**src/dbpc_pkg.sv**
```systemverilog
// shared types and constants for the two-button debounce period controller
package dbpc_pkg;

  localparam int unsigned TICK_W   = 16;
  localparam int unsigned PERIOD_W = 4;
  localparam int unsigned CFG_IDX_W = 2;

  localparam logic [TICK_W-1:0]   TICK_TOP           = '1;
  localparam logic [TICK_W-1:0]   DEBOUNCE_RESET     = 16'd100;
  localparam logic [TICK_W-1:0]   LONG_PRESS_RESET   = 16'd2000;
  localparam logic [PERIOD_W-1:0] PERIOD_MAX_RESET   = 4'd10;
  localparam logic [PERIOD_W-1:0] PERIOD_RESET       = 4'd1;

  typedef enum logic [CFG_IDX_W-1:0] {
    CFG_DEBOUNCE   = 2'd0,
    CFG_LONG_PRESS = 2'd1,
    CFG_PERIOD_MAX = 2'd2
  } cfg_idx_t;

  typedef enum logic [2:0] {
    PH_IDLE       = 3'd0,
    PH_MINUS_DB   = 3'd1,
    PH_MINUS_ACT  = 3'd2,
    PH_MINUS_HELD = 3'd3,
    PH_RELEASE_DB = 3'd4,
    PH_PLUS_DB    = 3'd5,
    PH_PLUS_ACT   = 3'd6,
    PH_PLUS_HELD  = 3'd7
  } phase_t;

  typedef struct packed {
    logic minus_level;
    logic plus_level;
  } in_item_t;

  typedef struct packed {
    logic [PERIOD_W-1:0] period;
    logic                audio_on;
    logic [2:0]          phase;
  } out_item_t;

  typedef struct packed {
    logic [TICK_W-1:0]   debounce_ticks;
    logic [TICK_W-1:0]   long_press_ticks;
    logic [PERIOD_W-1:0] period_max;
  } cfg_t;

  typedef struct packed {
    phase_t              phase;
    logic [TICK_W-1:0]   elapsed;
    logic [PERIOD_W-1:0] period;
    logic                audio;
  } ctrl_state_t;

endpackage

```
**src/dbpc_cfg.sv**
```systemverilog
// configuration register file
module dbpc_cfg (
  input  logic                            clk,
  input  logic                            rst_n,
  input  logic                            cfg_valid,
  output logic                            cfg_ready,
  input  logic [dbpc_pkg::CFG_IDX_W-1:0]  cfg_index,
  input  logic [dbpc_pkg::TICK_W-1:0]     cfg_data,
  output dbpc_pkg::cfg_t                  cfg_o
);
  import dbpc_pkg::*;

  cfg_t cfg_r;
  cfg_t cfg_nxt;

  assign cfg_ready = 1'b1;
  assign cfg_o     = cfg_r;

  always_comb begin
    cfg_nxt = cfg_r;
    if (cfg_valid) begin
      unique case (cfg_index)
        CFG_DEBOUNCE:   cfg_nxt.debounce_ticks   = cfg_data;
        CFG_LONG_PRESS: cfg_nxt.long_press_ticks = cfg_data;
        CFG_PERIOD_MAX: cfg_nxt.period_max       = cfg_data[PERIOD_W-1:0];
        default:        cfg_nxt = cfg_r;
      endcase
    end
  end

  always_ff @(posedge clk) begin
    if (!rst_n) begin
      cfg_r.debounce_ticks   <= DEBOUNCE_RESET;
      cfg_r.long_press_ticks <= LONG_PRESS_RESET;
      cfg_r.period_max       <= PERIOD_MAX_RESET;
    end else begin
      cfg_r <= cfg_nxt;
    end
  end

endmodule

```
**src/dbpc_step.sv**
```systemverilog
// next-state logic for one tick of the button controller
module dbpc_step (
  input  dbpc_pkg::in_item_t     item_i,
  input  dbpc_pkg::cfg_t         cfg_i,
  input  dbpc_pkg::ctrl_state_t  state_i,
  output dbpc_pkg::ctrl_state_t  state_o
);
  import dbpc_pkg::*;

  logic                minus_down;
  logic                plus_down;
  logic                clear;
  logic                db_done;
  logic                lp_done;
  logic [PERIOD_W-1:0] mx;

  assign minus_down = ~item_i.minus_level;
  assign plus_down  = ~item_i.plus_level;
  assign db_done    = state_i.elapsed >= cfg_i.debounce_ticks;
  assign lp_done    = state_i.elapsed >= cfg_i.long_press_ticks;
  assign mx = (cfg_i.period_max == '0) ? PERIOD_W'(1) : cfg_i.period_max;

  always_comb begin
    state_o = state_i;
    clear   = 1'b0;
    unique case (state_i.phase)
      PH_IDLE: begin
        if (minus_down) begin
          clear         = 1'b1;
          state_o.phase = PH_MINUS_DB;
        end else if (plus_down) begin
          clear         = 1'b1;
          state_o.phase = PH_PLUS_DB;
        end
      end
      PH_MINUS_DB: begin
        if (db_done) state_o.phase = minus_down ? PH_MINUS_ACT : PH_IDLE;
      end
      PH_MINUS_ACT: begin
        state_o.period = (state_i.period >= mx) ? PERIOD_W'(1)
                                                : state_i.period + PERIOD_W'(1);
        state_o.phase  = PH_MINUS_HELD;
      end
      PH_MINUS_HELD: begin
        if (lp_done) begin
          state_o.audio = 1'b0;
          clear         = 1'b1;
        end
        if (!minus_down) begin
          state_o.phase = PH_RELEASE_DB;
          clear         = 1'b1;
        end
      end
      PH_RELEASE_DB: begin
        if (db_done) state_o.phase = PH_IDLE;
      end
      PH_PLUS_DB: begin
        if (db_done) state_o.phase = plus_down ? PH_PLUS_ACT : PH_IDLE;
      end
      PH_PLUS_ACT: begin
        state_o.period = (state_i.period <= PERIOD_W'(1) || state_i.period > mx)
                         ? mx : state_i.period - PERIOD_W'(1);
        state_o.phase  = PH_PLUS_HELD;
      end
      PH_PLUS_HELD: begin
        if (lp_done) begin
          state_o.audio = 1'b1;
          clear         = 1'b1;
        end
        if (!plus_down) begin
          state_o.phase = PH_RELEASE_DB;
          clear         = 1'b1;
        end
      end
    endcase

    if (clear) begin
      state_o.elapsed = '0;
    end else if (state_i.elapsed != TICK_TOP) begin
      state_o.elapsed = state_i.elapsed + TICK_W'(1);
    end
  end

endmodule

```
**src/two_button_debounce_period_control.sv**
```systemverilog
// top level: input register, controller state, result register
// an accepted item goes to the input register, and its result to the result register
// throughput: one item per cycle while out_stall does not hold a full result register
// input and result registers hold the data; out_stall still reaches in_stall combinationally
// reset: synchronous active low; period 1, audio on, idle, counter 0,
// registers back to 100, 2000 and 10
module two_button_debounce_period_control (
  input  logic                            clk,
  input  logic                            rst_n,
  input  logic                            in_valid,
  output logic                            in_stall,
  input  dbpc_pkg::in_item_t              in_item,
  output logic                            out_valid,
  input  logic                            out_stall,
  output dbpc_pkg::out_item_t             out_item,
  input  logic                            cfg_valid,
  output logic                            cfg_ready,
  input  logic [dbpc_pkg::CFG_IDX_W-1:0]  cfg_index,
  input  logic [dbpc_pkg::TICK_W-1:0]     cfg_data
);
  import dbpc_pkg::*;

  cfg_t        cfg;
  in_item_t    in_item_r;
  logic        in_valid_r;
  ctrl_state_t state_r;
  ctrl_state_t state_nxt;
  out_item_t   out_item_r;
  logic        out_valid_r;
  logic        out_free;
  logic        advance;

  dbpc_cfg u_cfg (
    .clk       (clk),
    .rst_n     (rst_n),
    .cfg_valid (cfg_valid),
    .cfg_ready (cfg_ready),
    .cfg_index (cfg_index),
    .cfg_data  (cfg_data),
    .cfg_o     (cfg)
  );

  dbpc_step u_step (
    .item_i  (in_item_r),
    .cfg_i   (cfg),
    .state_i (state_r),
    .state_o (state_nxt)
  );

  assign out_free  = !out_valid_r || !out_stall;
  assign advance   = in_valid_r && out_free;
  assign in_stall  = in_valid_r && !out_free;
  assign out_valid = out_valid_r;
  assign out_item  = out_item_r;

  always_ff @(posedge clk) begin
    if (!rst_n) begin
      in_valid_r <= 1'b0;
    end else if (!in_stall) begin
      in_valid_r <= in_valid;
    end
  end

  always_ff @(posedge clk) begin
    if (in_valid && !in_stall) begin
      in_item_r <= in_item;
    end
  end

  always_ff @(posedge clk) begin
    if (!rst_n) begin
      state_r.phase   <= PH_IDLE;
      state_r.elapsed <= '0;
      state_r.period  <= PERIOD_RESET;
      state_r.audio   <= 1'b1;
    end else if (advance) begin
      state_r <= state_nxt;
    end
  end

  always_ff @(posedge clk) begin
    if (!rst_n) begin
      out_valid_r <= 1'b0;
    end else if (out_free) begin
      out_valid_r <= in_valid_r;
    end
  end

  always_ff @(posedge clk) begin
    if (advance) begin
      out_item_r.period   <= state_nxt.period;
      out_item_r.audio_on <= state_nxt.audio;
      out_item_r.phase    <= state_nxt.phase;
    end
  end

  a_period_nonzero: assert property (@(posedge clk) disable iff (!rst_n)
    out_valid_r |-> out_item_r.period != '0)
    else $error("result period is zero");

  a_out_matches_state: assert property (@(posedge clk) disable iff (!rst_n)
    advance |=> (out_item_r.phase == state_r.phase &&
                 out_item_r.period == state_r.period &&
                 out_item_r.audio_on == state_r.audio))
    else $error("result item differs from controller state");

  a_minus_act_once: assert property (@(posedge clk) disable iff (!rst_n)
    (advance && state_r.phase == PH_MINUS_ACT) |=> state_r.phase == PH_MINUS_HELD)
    else $error("minus action not followed by hold");

  a_plus_act_once: assert property (@(posedge clk) disable iff (!rst_n)
    (advance && state_r.phase == PH_PLUS_ACT) |=> state_r.phase == PH_PLUS_HELD)
    else $error("plus action not followed by hold");

endmodule

```
**config.mk**
```make
export PLATFORM = sky130hd
export DESIGN_NAME = two_button_debounce_period_control
export DESIGN_NICKNAME = d
export VERILOG_FILES = /design/src/dbpc_pkg.sv /design/src/dbpc_cfg.sv /design/src/dbpc_step.sv /design/src/two_button_debounce_period_control.sv
export SDC_FILE = /design/constraint.sdc
export NUM_CORES = 1
export LEC_CHECK = 0
export BUFFER_PORTS_ARGS = -buffer_cell sky130_fd_sc_hd__buf_2
export CAP_MARGIN = 15
export CELL_PAD_IN_SITES_DETAIL_PLACEMENT = 1
export CELL_PAD_IN_SITES_GLOBAL_PLACEMENT = 2
export CORE_UTILIZATION = 40
export DETAILED_ROUTE_END_ITERATION = 8
export PLACE_DENSITY_LB_ADDON = 0.1
export SETUP_SLACK_MARGIN = 0.3
export SLEW_MARGIN = 20
export SYNTH_ARGS = -nofsm -noshare
export SYNTH_HDL_FRONTEND = slang
export SYNTH_SLANG_ARGS = --single-unit
```
**constraint.sdc**
```tcl
create_clock -name clk -period 3.6 [get_ports clk]
set_input_delay 0.18 -clock clk [delete_from_list [all_inputs] [get_ports clk]]
set_output_delay 0.18 -clock clk [all_outputs]
set_load 0.01 [all_outputs]
```
======== Word-level counts from Yosys, hierarchy flattened ========
Index checks and enable logic that the tools add are counted.
operators by class
  add/sub/neg operators ................... 3
  magnitude comparators ................... 5
  eq/ne operators ......................... 10
  multiplexer cells ....................... 25
  reduce and logical (&&, ||, !) cells .... 17
operators by type and width
  cell                                                                              count
  16-bit >= comparator                                                              2
  16-bit 2-to-1 mux                                                                 2
  3-bit 2-to-1 mux                                                                  8
  3-bit case mux with 8 select lines                                                1
  16-bit by 1-bit adder with 16-bit output, second input constant                   1
  16-bit inequality test, second input constant                                     1
  3-bit == test, second input constant                                              4
  4-bit 2-to-1 mux                                                                  3
  4-bit case mux with 2 select lines                                                1
  2-bit AND reduction                                                               4
  1-bit 2-to-1 mux                                                                  7
  3-bit by 2-bit == test with 1-bit output, second input constant                   2
  4-bit by 1-bit adder with 4-bit output, second input constant                     1
  4-bit >= comparator                                                               1
  4-bit greater-than comparator                                                     1
  4-bit by 1-bit less-or-equal comparator with 1-bit output, second input constant  1
  1-bit zero test                                                                   4
  4-bit zero test                                                                   1
  4-bit by 1-bit subtractor with 4-bit output, second input constant                1
  3-bit by 1-bit == test with 1-bit output, second input constant                   1
  1-bit logical AND                                                                 3
  3-bit zero test                                                                   1
  1-bit case mux with 3 select lines                                                1
  2-bit by 1-bit == test with 1-bit output, second input constant                   1
  other kinds (6)                                                                   7
word-level totals
  bits in registers ....................... 72
  input port bits ......................... 25
  output and inout bits ................... 11
  logic and storage cells ................. 74

======== Logic depth before layout (Yosys ltp) ========
Gate-level depths: netlist (run 1).
  word-level depth ........................ 6
  mapped depth ............................ 8
  gate-level depth less buffers ........... 8

======== By module ========
Synthesis (run 1) repeated with hierarchy kept, for this count alone.
second synthesis, totals
  cells, all modules ...................... 529
  area, all modules ....................... 4,573.1 um^2
by module, submodules not included
  module                              times used  cells an instance  area an instance (um^2)  seq. area each (um^2)
  dbpc_step                           1           254                1,700.4                  0.0
  dbpc_cfg                            1           152                1,497.7                  720.7
  two_button_debounce_period_control  1           123                1,375.1                  820.8

======== Worst setup path before layout (run 1) ========
No wires, ideal clock.
  path type ............................... flip-flop to flip-flop
  from .................................... register state_r[20] in the netlist's numbering
  to ...................................... register out_item_r (netlist bit out_item[3]) (data pin)
  setup time .............................. 0.262 ns
  arrival ................................. 1.749 ns
  data required time ...................... 3.338 ns
  setup slack ............................. 1.589 ns
  cell stages (with the launch flop) ...... 6
  buffers on the path ..................... 0
  period minus slack after synthesis ...... 2.011 ns
  cells stage by stage .................... dfxtp_1 -> ha_1 -> nand4_1 -> or3_1 -> o31ai_1 -> mux2_1
RTL lines
  what                    line                                      RTL
  from (decl)             two_button_debounce_period_control.sv:26  ctrl_state_t state_r;
  from (signal assigned)  two_button_debounce_period_control.sv:77  state_r <= state_nxt;
  to (decl)               two_button_debounce_period_control.sv:28  out_item_t out_item_r;

==> results of run 1 <==
-- registers in the layout (all words and copies together) (netlist names) --
| name | cells |
|---|---|
| out_valid | 1 |
| out_item | 8 |
| u_cfg.cfg_o | 36 |
| in_item_r | 2 |
| in_valid_r | 1 |
| state_r | 24 |
-- how the worst max path moves through the flow --
| stage | start | to |
|---|---|---|
| 3_3_place_gp | state_r[20] | state_r[17] |
| 6_report | state_r[7] | out_item[3] |
| 5_1_grt | state_r[7] | state_r[8] |
| 2_1_floorplan | state_r[20] | out_item[3] |
| 3_5_place_dp | state_r[20] | out_item[3] |
| 4_1_cts | state_r[7] | out_item[3] |
-- critical path: stages (launching register included) --
cell and delay [ns]:
dfxtp_1 0.46, ha_1 0.29, a211oi_1 0.26, o21ai_1 0.12, a221oi_2 0.44, o31ai_1 0.17
mux2_1 0.35
-- metal layers --
metal	global-route usage, %	part of all wire, %
met5	0	0
met3	5.49	3.1
met1	28.7	50
met4	4.63	1.0
met2	35.3	46
-- stage by stage --
step | setup slack [ns] | total power [mW] | util (%) | std cells
global placement | 1.37 | 1.05 | 43.7 | 647
detailed placement | 1.28 | 1.05 | 43.7 | 647
global route | 1.12 | 1.79 | 45.8 | 665
CTS | 1.26 | 1.72 | 45.8 | 665
finish | 1.26 | 1.69 | 45.8 | 665
floorplan | 1.59 | 0.994 | - | 493
-- power by group --
part | leakage (nW) | internal, mW | total, mW | switching (mW)
clock | 0.103 | 0.356 | 0.656 | 0.300
combinational | 1.24 | 0.0671 | 0.176 | 0.109
sequential | 0.595 | 0.840 | 0.860 | 0.0198
total | 1.94 | 1.26 | 1.69 | 0.428
-- repair_timing --
action                                  in CTS  in global routing
hold buffers                                 2                  0
endpoints found under the hold margin        2                  0
gates resized for setup                      0                  0
endpoints found under the setup margin       0                  0
-- synth_stat cells, drive strengths merged, types with 3 or more instances --
cell,number
o41ai,3
xor2,14
nor4,4
a22oi,3
buf,9
nor2,19
dfxtp,62
and2,4
or2,3
o21ai,19
clkbuf,9
o211ai,14
and4,3
nand4b,3
a21oi,56
inv,42
nand4,14
nor3,6
mux2i,6
ha,40
o21a,4
o31ai,3
and3,5
nand3,12
a211oi,5
edfxtp,10
nand2,71
a21o,7
o311ai,3
nand2b,9
-- layout make-up --
| type | count | area share [%] |
|---|---|---|
| well taps | 136 | 3.61 |
| flip-flops and latches | 72 | 32.7 |
| multi-input cells | 361 | 51.7 |
| inverters | 42 | 3.40 |
| clock inverters | 3 | 0.850 |
| clock buffers | 13 | 3.37 |
| repair buffers | 38 | 4.36 |
-- cell families (layout without fill, tap and decap cells) --
logic type / after synthesis / in the layout / share of synthesized area [%]
XOR/XNOR: 16 / 16 / 3.32
AND/OR/NAND/NOR: 164 / 164 / 19.8
adder cells (fa/ha/maj): 40 / 40 / 11.9
other: 1 / 1 / 0.0889
flip-flops: 72 / 72 / 36.5
multiplexers: 7 / 7 / 1.69
AO/OA/AOI/OAI: 133 / 133 / 21.0
buffers and inverters: 60 / 96 / 5.78
==> results.txt, run 1 <==
Yosys top cell by area = dfxtp_1
die footprint = 0.0110 mm^2
Hold EP = in_valid_r
layout net count = 589
first-pass GRT wire length = 18,800 um
Syn Inst Count = 493
post-synth cell types = 65
Max Cap Viol = 0
vias = 3,632
diode count = 0
WL final = 10,900 um
r2r setup slk = 1.26 ns
Area contributors post-synth = dfxtp_1 (29%), ha_1 (12%), edfxtp_1 (7.1%)
Tot GR Track Use = 21.6%
CTS tree = done
Reg clk slew, reported paths = 0.08 ns
initial antenna violation count = 0
Hold Vio Cnt, Final = 0
most common cell after layout, fill and taps aside = nand2_1
Rows = 37
via/cell ratio = 5.46
critical setup path kind = reg -> reg
Leakage = 1.94 nW
Post-Syn Area = 0.00422 mm^2
VDD IR max = 0.256 mV
sequential area share after synthesis = 36.5%
largest fanout on the critical path = 6
RSZ-0062 raised after global routing = false
status = completed
Post-synth EDFFs = 10
htree depth = 3
area share of the largest cell type after synthesis = 29.4%
HPWL Detailed = 8040 um
hold wc startpoint = in_valid
clock root cell = clkbuf_8
hold depth = 3
synthesis-to-finish area growth = 11.6%
flops & latches, synth = 72
final worst-path cycle share = 64.9%
Max Fclk = 428 MHz
Required @ worst endpoint = 3.71 ns
pwr/cell area = 359 mW/mm^2
Final Instance Area = 0.00471 mm^2
top-level port count = 36
fraction of registers with async set/reset = 0%
setup TNS = 0 ns
DRC violation count after routing = 0
DP Area = 0.00449 mm^2
GP Congestion = 0.802
Startpoint Class = flip-flop
Multi-input gate area = 0.00243 mm^2
DRT Pass-1 Iters = 4
Hold WS = 0.0567 ns
clock skew = 0.0124 ns
Longest Clk Path Bufs = 2
YS warnings = 0
Worst Tran Pin Value = 0.956 ns
Pins Over Slew Limit = 0
Die Y = 105 um
Max-slew headroom = 36.2%
IO buf count = 34
total gr overflow = 0
CTS buffer count = 9
share of cells above drive strength 1 = 12.7%
Final ANT Viol Nets = 0
commonest non-fill, non-tap cells in the layout = nand2_1 (71), dfxtp_1 (62), a21oi_1 (55)
Worst Reg2Reg Path Length in Cells = 6
register area = 0.00154 mm^2
hold crit path type = in -> reg
dominant synthesized flop cell = dfxtp_1
R2R Path End = out_item[3]
vias in the first global route = 3,746
crit end category = flip-flop
width of the die = 105 um
worst reg2reg startpoint = state_r[7]
FILL cells = 1,235
Mapped Avg Cell Area = 8.56 um^2
Final Setup Violations = 0
core area = 0.0103 mm^2
Starting DRT DRC Count = 112
initial core utilization = 41.1%
post-CTS setup buffers = 0
WP data arrival = 2.45 ns
drt wl/cell = 16.4 um
CTS sink count = 72
Skew-Pair Late Insertion Delay = 0.36 ns
Synthesized Nets = 558
Tmin final = 2.34 ns
largest net degree at the start of global routing = 23
Note: power is estimated with default switching activity, not from simulation.
==> inputs of run 2 (changes only) <==
--- a/config.mk
+++ b/config.mk
@@ -5,11 +5,12 @@
 export SDC_FILE = /design/constraint.sdc
 export NUM_CORES = 1
 export LEC_CHECK = 0
+export ABC_AREA = 1
 export BUFFER_PORTS_ARGS = -buffer_cell sky130_fd_sc_hd__buf_2
 export CAP_MARGIN = 15
 export CELL_PAD_IN_SITES_DETAIL_PLACEMENT = 1
 export CELL_PAD_IN_SITES_GLOBAL_PLACEMENT = 2
-export CORE_UTILIZATION = 40
+export CORE_UTILIZATION = 35
 export DETAILED_ROUTE_END_ITERATION = 8
 export PLACE_DENSITY_LB_ADDON = 0.1
 export SETUP_SLACK_MARGIN = 0.3
==> constraint.sdc (replaced) <==
create_clock -name clk -period 2.22 [get_ports clk]
set_input_delay 0.111 -clock clk [delete_from_list [all_inputs] [get_ports clk]]
set_output_delay 0.111 -clock clk [all_outputs]
set_load 0.01 [all_outputs]
==> run 2 against run 1 <==
- the flow now finishes with violations (DRC)
- worst setup slack worse by 1.0 ns
- clock-buffer cell count is 2 higher
- first-iteration DRC count up 29%
- critical path type unchanged
==> results.txt, run 2 <==
status = complete, but fails checks
failing checks = DRC
crit path from = state_r[20]
share of cells above drive strength 1 = 38.6% (+26 points)
Longest Clk Path Bufs = 2 (unchanged)
post-synth cell types = 34 (-48%)
Die Y = 112 um (+6.8%)
initial antenna violation count = 0 (unchanged)
Yosys top cell by area = dfxtp_1
drt wl/cell = 16.5 um (+0.40%)
XOR/XNOR Fraction of Synth Area = 3.73% (+0.41 points)
pre-CTS setup slack = -0.0289 ns (-1.31 ns)
CTS sink count = 72 (unchanged)
Max Fclk = 510 MHz (+19%)
flops & latches, synth = 72 (unchanged)
most common cell after layout, fill and taps aside = nand2_1
CTS tree = done
Area contributors post-synth = dfxtp_1 (29%), ha_1 (12%), nand2_1 (9.3%)
Max Cap Viol = 0 (unchanged)
fraction of registers with async set/reset = 0% (unchanged)
Mapped Avg Cell Area = 7.38 um^2 (-14%)
core area = 0.0116 mm^2 (+13%)
setup TNS = 0 ns (unchanged)
Syn Inst Count = 572 (+16%)
width of the die = 112 um (+6.8%)
layout net count = 708 (+20%)
internal power = 2.45 mW (+94%)
WP data arrival = 2.23 ns (-0.22 ns)
r2r setup slk = 0.26 ns (-1.01 ns)
top cells by count, synth = nand2_1 (105), inv_1 (88), a21oi_1 (66), dfxtp_1 (62), nor2_1 (41)
worst reg2reg startpoint = state_r[20]
htree depth = 3 (unchanged)
hold crit path type = in -> reg
Final ANT Viol Nets = 0 (unchanged)
Synthesized Nets = 637 (+14%)
final worst-path cycle share = 88.4% (+23 points)
commonest non-fill, non-tap cells in the layout = nand2_1 (76), inv_1 (65), a21oi_1 (46)
crit-path cells = ha_4 -> nand2_4 -> inv_4 -> nand3_4 -> nor3_4 -> nand2_1 -> nand2_2 -> nand2_4 -> nand3_4 -> buf_12 -> nand3_2 -> a21oi_2
dominant synthesized flop cell = dfxtp_1
max reg flops = 36 (unchanged)
largest net degree at the start of global routing = 35 (+52%)
critical setup path kind = reg -> reg
Hold Vio Cnt, Final = 0 (unchanged)
share of power burned in registers = 42.1% (-8.7 points)
diode count = 0 (unchanged)
clock root cell = clkbuf_16
CTS buffer count = 9 (unchanged)
R2R Path End = state_r[12]
most frequent cell after synthesis = nand2_1
DP Area = 0.00467 mm^2 (+4.1%)
RSZ-0062 raised after global routing = true
die footprint = 0.0125 mm^2 (+14%)
main combinational cell family by area after synthesis = simple AND/OR/NAND/NOR gates
HPWL Detailed = 9100 um (+13%)
FILL cells = 1,401 (+13%)
Pins Over Slew Limit = 0 (unchanged)
Logic pwr share = 16.9% (+6.5 points)
Synth Area in Simple Gates = 21.6% (+1.9 points)
Sw Share = 27.4% (+2.1 points)
total gr overflow = 0 (unchanged)
Worst Tran Pin Value = 0.663 ns (-0.293 ns)
via/cell ratio = 5.19 (-5.0%)
Max-slew headroom = 55.5% (+19 points)
pwr/cell area = 569 mW/mm^2 (+58%)
Final Setup Violations = 0 (unchanged)
first-pass GRT wire length = 20,600 um (+9.8%)
Tot Pwr = 3.37 mW (+99%)
YS warnings = 0 (unchanged)
Starting DRT DRC Count = 144 (+29%)
area share of the largest cell type after synthesis = 29.4% (about the same)
Rows = 39 (+5.4%)
top-level port count = 36 (unchanged)
hold wc startpoint = cfg_data[10]
post-synthesis compound-gate area fraction = 16.3% (-4.7 points)
hold depth = 3 (unchanged)
Post-Synth Adder-Cell Area = 11.9% (about the same)
clock skew = 0.00884 ns (-0.00356 ns)
synthesis-to-finish area growth = 40.4%
Post-Syn Area = 0.00422 mm^2 (about the same)
vias in the first global route = 4,166 (+11%)
Multi-input gate area = 0.00301 mm^2 (+24%)
DRT Pass-1 Iters = 6 (+2)
Post-synth EDFFs = 10 (unchanged)
Tot GR Track Use = 21.0% (-0.58 points)
WL final = 13,000 um (+19%)
Largest stage delay, worst path = 0.36 ns (-0.10 ns)
register area = 0.00159 mm^2 (+3.2%)
GP Congestion = 0.810 (+0.96%)
post-synthesis mux area share = 0% (-1.7 points)
Hold EP = u_cfg.cfg_o[14]
Slowest cell on crit path = dfxtp_4
Startpoint Class = flip-flop
Final Instance Area = 0.00593 mm^2 (+26%)
crit end category = flip-flop
sequential area share after synthesis = 36.5% (about the same)
vias = 4,100 (+13%)
IO buf count = 34 (unchanged)
largest fanout on the critical path = 7 (+1)
Clk pwr share = 41.0% (+2.2 points)
crit path setup slack, layout = 0.258 ns (-1.01 ns)
Tmin final = 1.96 ns (-0.374 ns)
Leakage = 2.50 nW (+29%)
Reg clk slew, reported paths = 0.06 ns (-0.02 ns)
Skew-Pair Late Insertion Delay = 0.34 ns (-0.02 ns)
Psw = 926 uW (+120%)
Worst Reg2Reg Path Length in Cells = 12 (+6)
VDD IR max = 0.419 mV (+64%)
initial core utilization = 36.5% (-4.5 points)
DRC violation count after routing = 2 (+2)
Required @ worst endpoint = 2.48 ns (-1.23 ns)
==> run 2: cell type report <==
type                       count  area share, %
tap                          143           3.02
inverter                      90           5.78
timing repair buffer          76           8.91
clock buffer                  15           4.69
sequential                    72           26.8
multi-input combinational    394           50.8
==> run 2: layer usage <==
| layer | track usage, % | vias up | share of wire [%] |
|---|---|---|---|
| li1 | - | 2039 | - |
| met1 | 25.8 | 2003 | 45 |
| met2 | 37.3 | 45 | 51 |
| met3 | 2.99 | 13 | 2.1 |
| met4 | 7.75 | 0 | 1.7 |
| met5 | 0 | - | 0 |
==> run 2: worst max path at each step <==
| stage | endpoint | slack [ns] | cells after the start |
|---|---|---|---|
| after global routing | state_r[2] | 0.13 | 13 |
| after global placement | state_r[2] | 0.06 | 13 |
| after CTS | state_r[12] | 0.29 | 15 |
| final | state_r[12] | 0.26 | 12 |
| after detailed placement | state_r[2] | -0.03 | 13 |
| after floorplan | state_r[3] | 0.35 | 12 |
==> run 2: metrics by stage <==
stage	utilization [%]	std cells	hold WS, ns
after CTS	46.0	778	0.000799
after global placement	40.4	756	0.290
after detailed placement	40.4	756	0.290
final	51.3	790	0.0174
after floorplan	-	572	0.210
after global routing	51.3	790	0.0343
==> run 2: cells by family after synthesis <==
group | after synthesis
simple gates | 207
compound gates | 127
buf+inv | 107
flops | 72
fa+ha+maj | 40
xor+xnor | 18
other cells | 1
==> run 2: critical path, delay by kind of cell (launching register included) <==
| family | cells | cell delay (ns) |
|---|---|---|
| AO/OA/AOI/OAI | 1 | 0.15 |
| adder cells (fa/ha/maj) | 1 | 0.28 |
| buffers and inverters | 2 | 0.22 |
| flip-flops | 1 | 0.36 |
| AND/OR/NAND/NOR | 8 | 0.84 |
==> run 2: what timing repair did <==
item,4_1_cts,5_1_grt
pin swaps,19,51
hold buffers,6,0
hold endpoints to repair,6,0
cloned,1,0
buffers inserted,0,12
gates resized for setup,70,133
endpoints found under the setup margin,32,31
==> run 2: power groups by stage <==
stage,Clock [mW],Sequential (mW),Combinational (mW)
6_report,1.38,1.42,0.569
4_1_cts,1.43,1.42,0.473
5_1_grt,1.46,1.43,0.633
2_1_floorplan,0,1.44,0.274
3_5_place_dp,0,1.45,0.412
3_3_place_gp,0,1.44,0.401
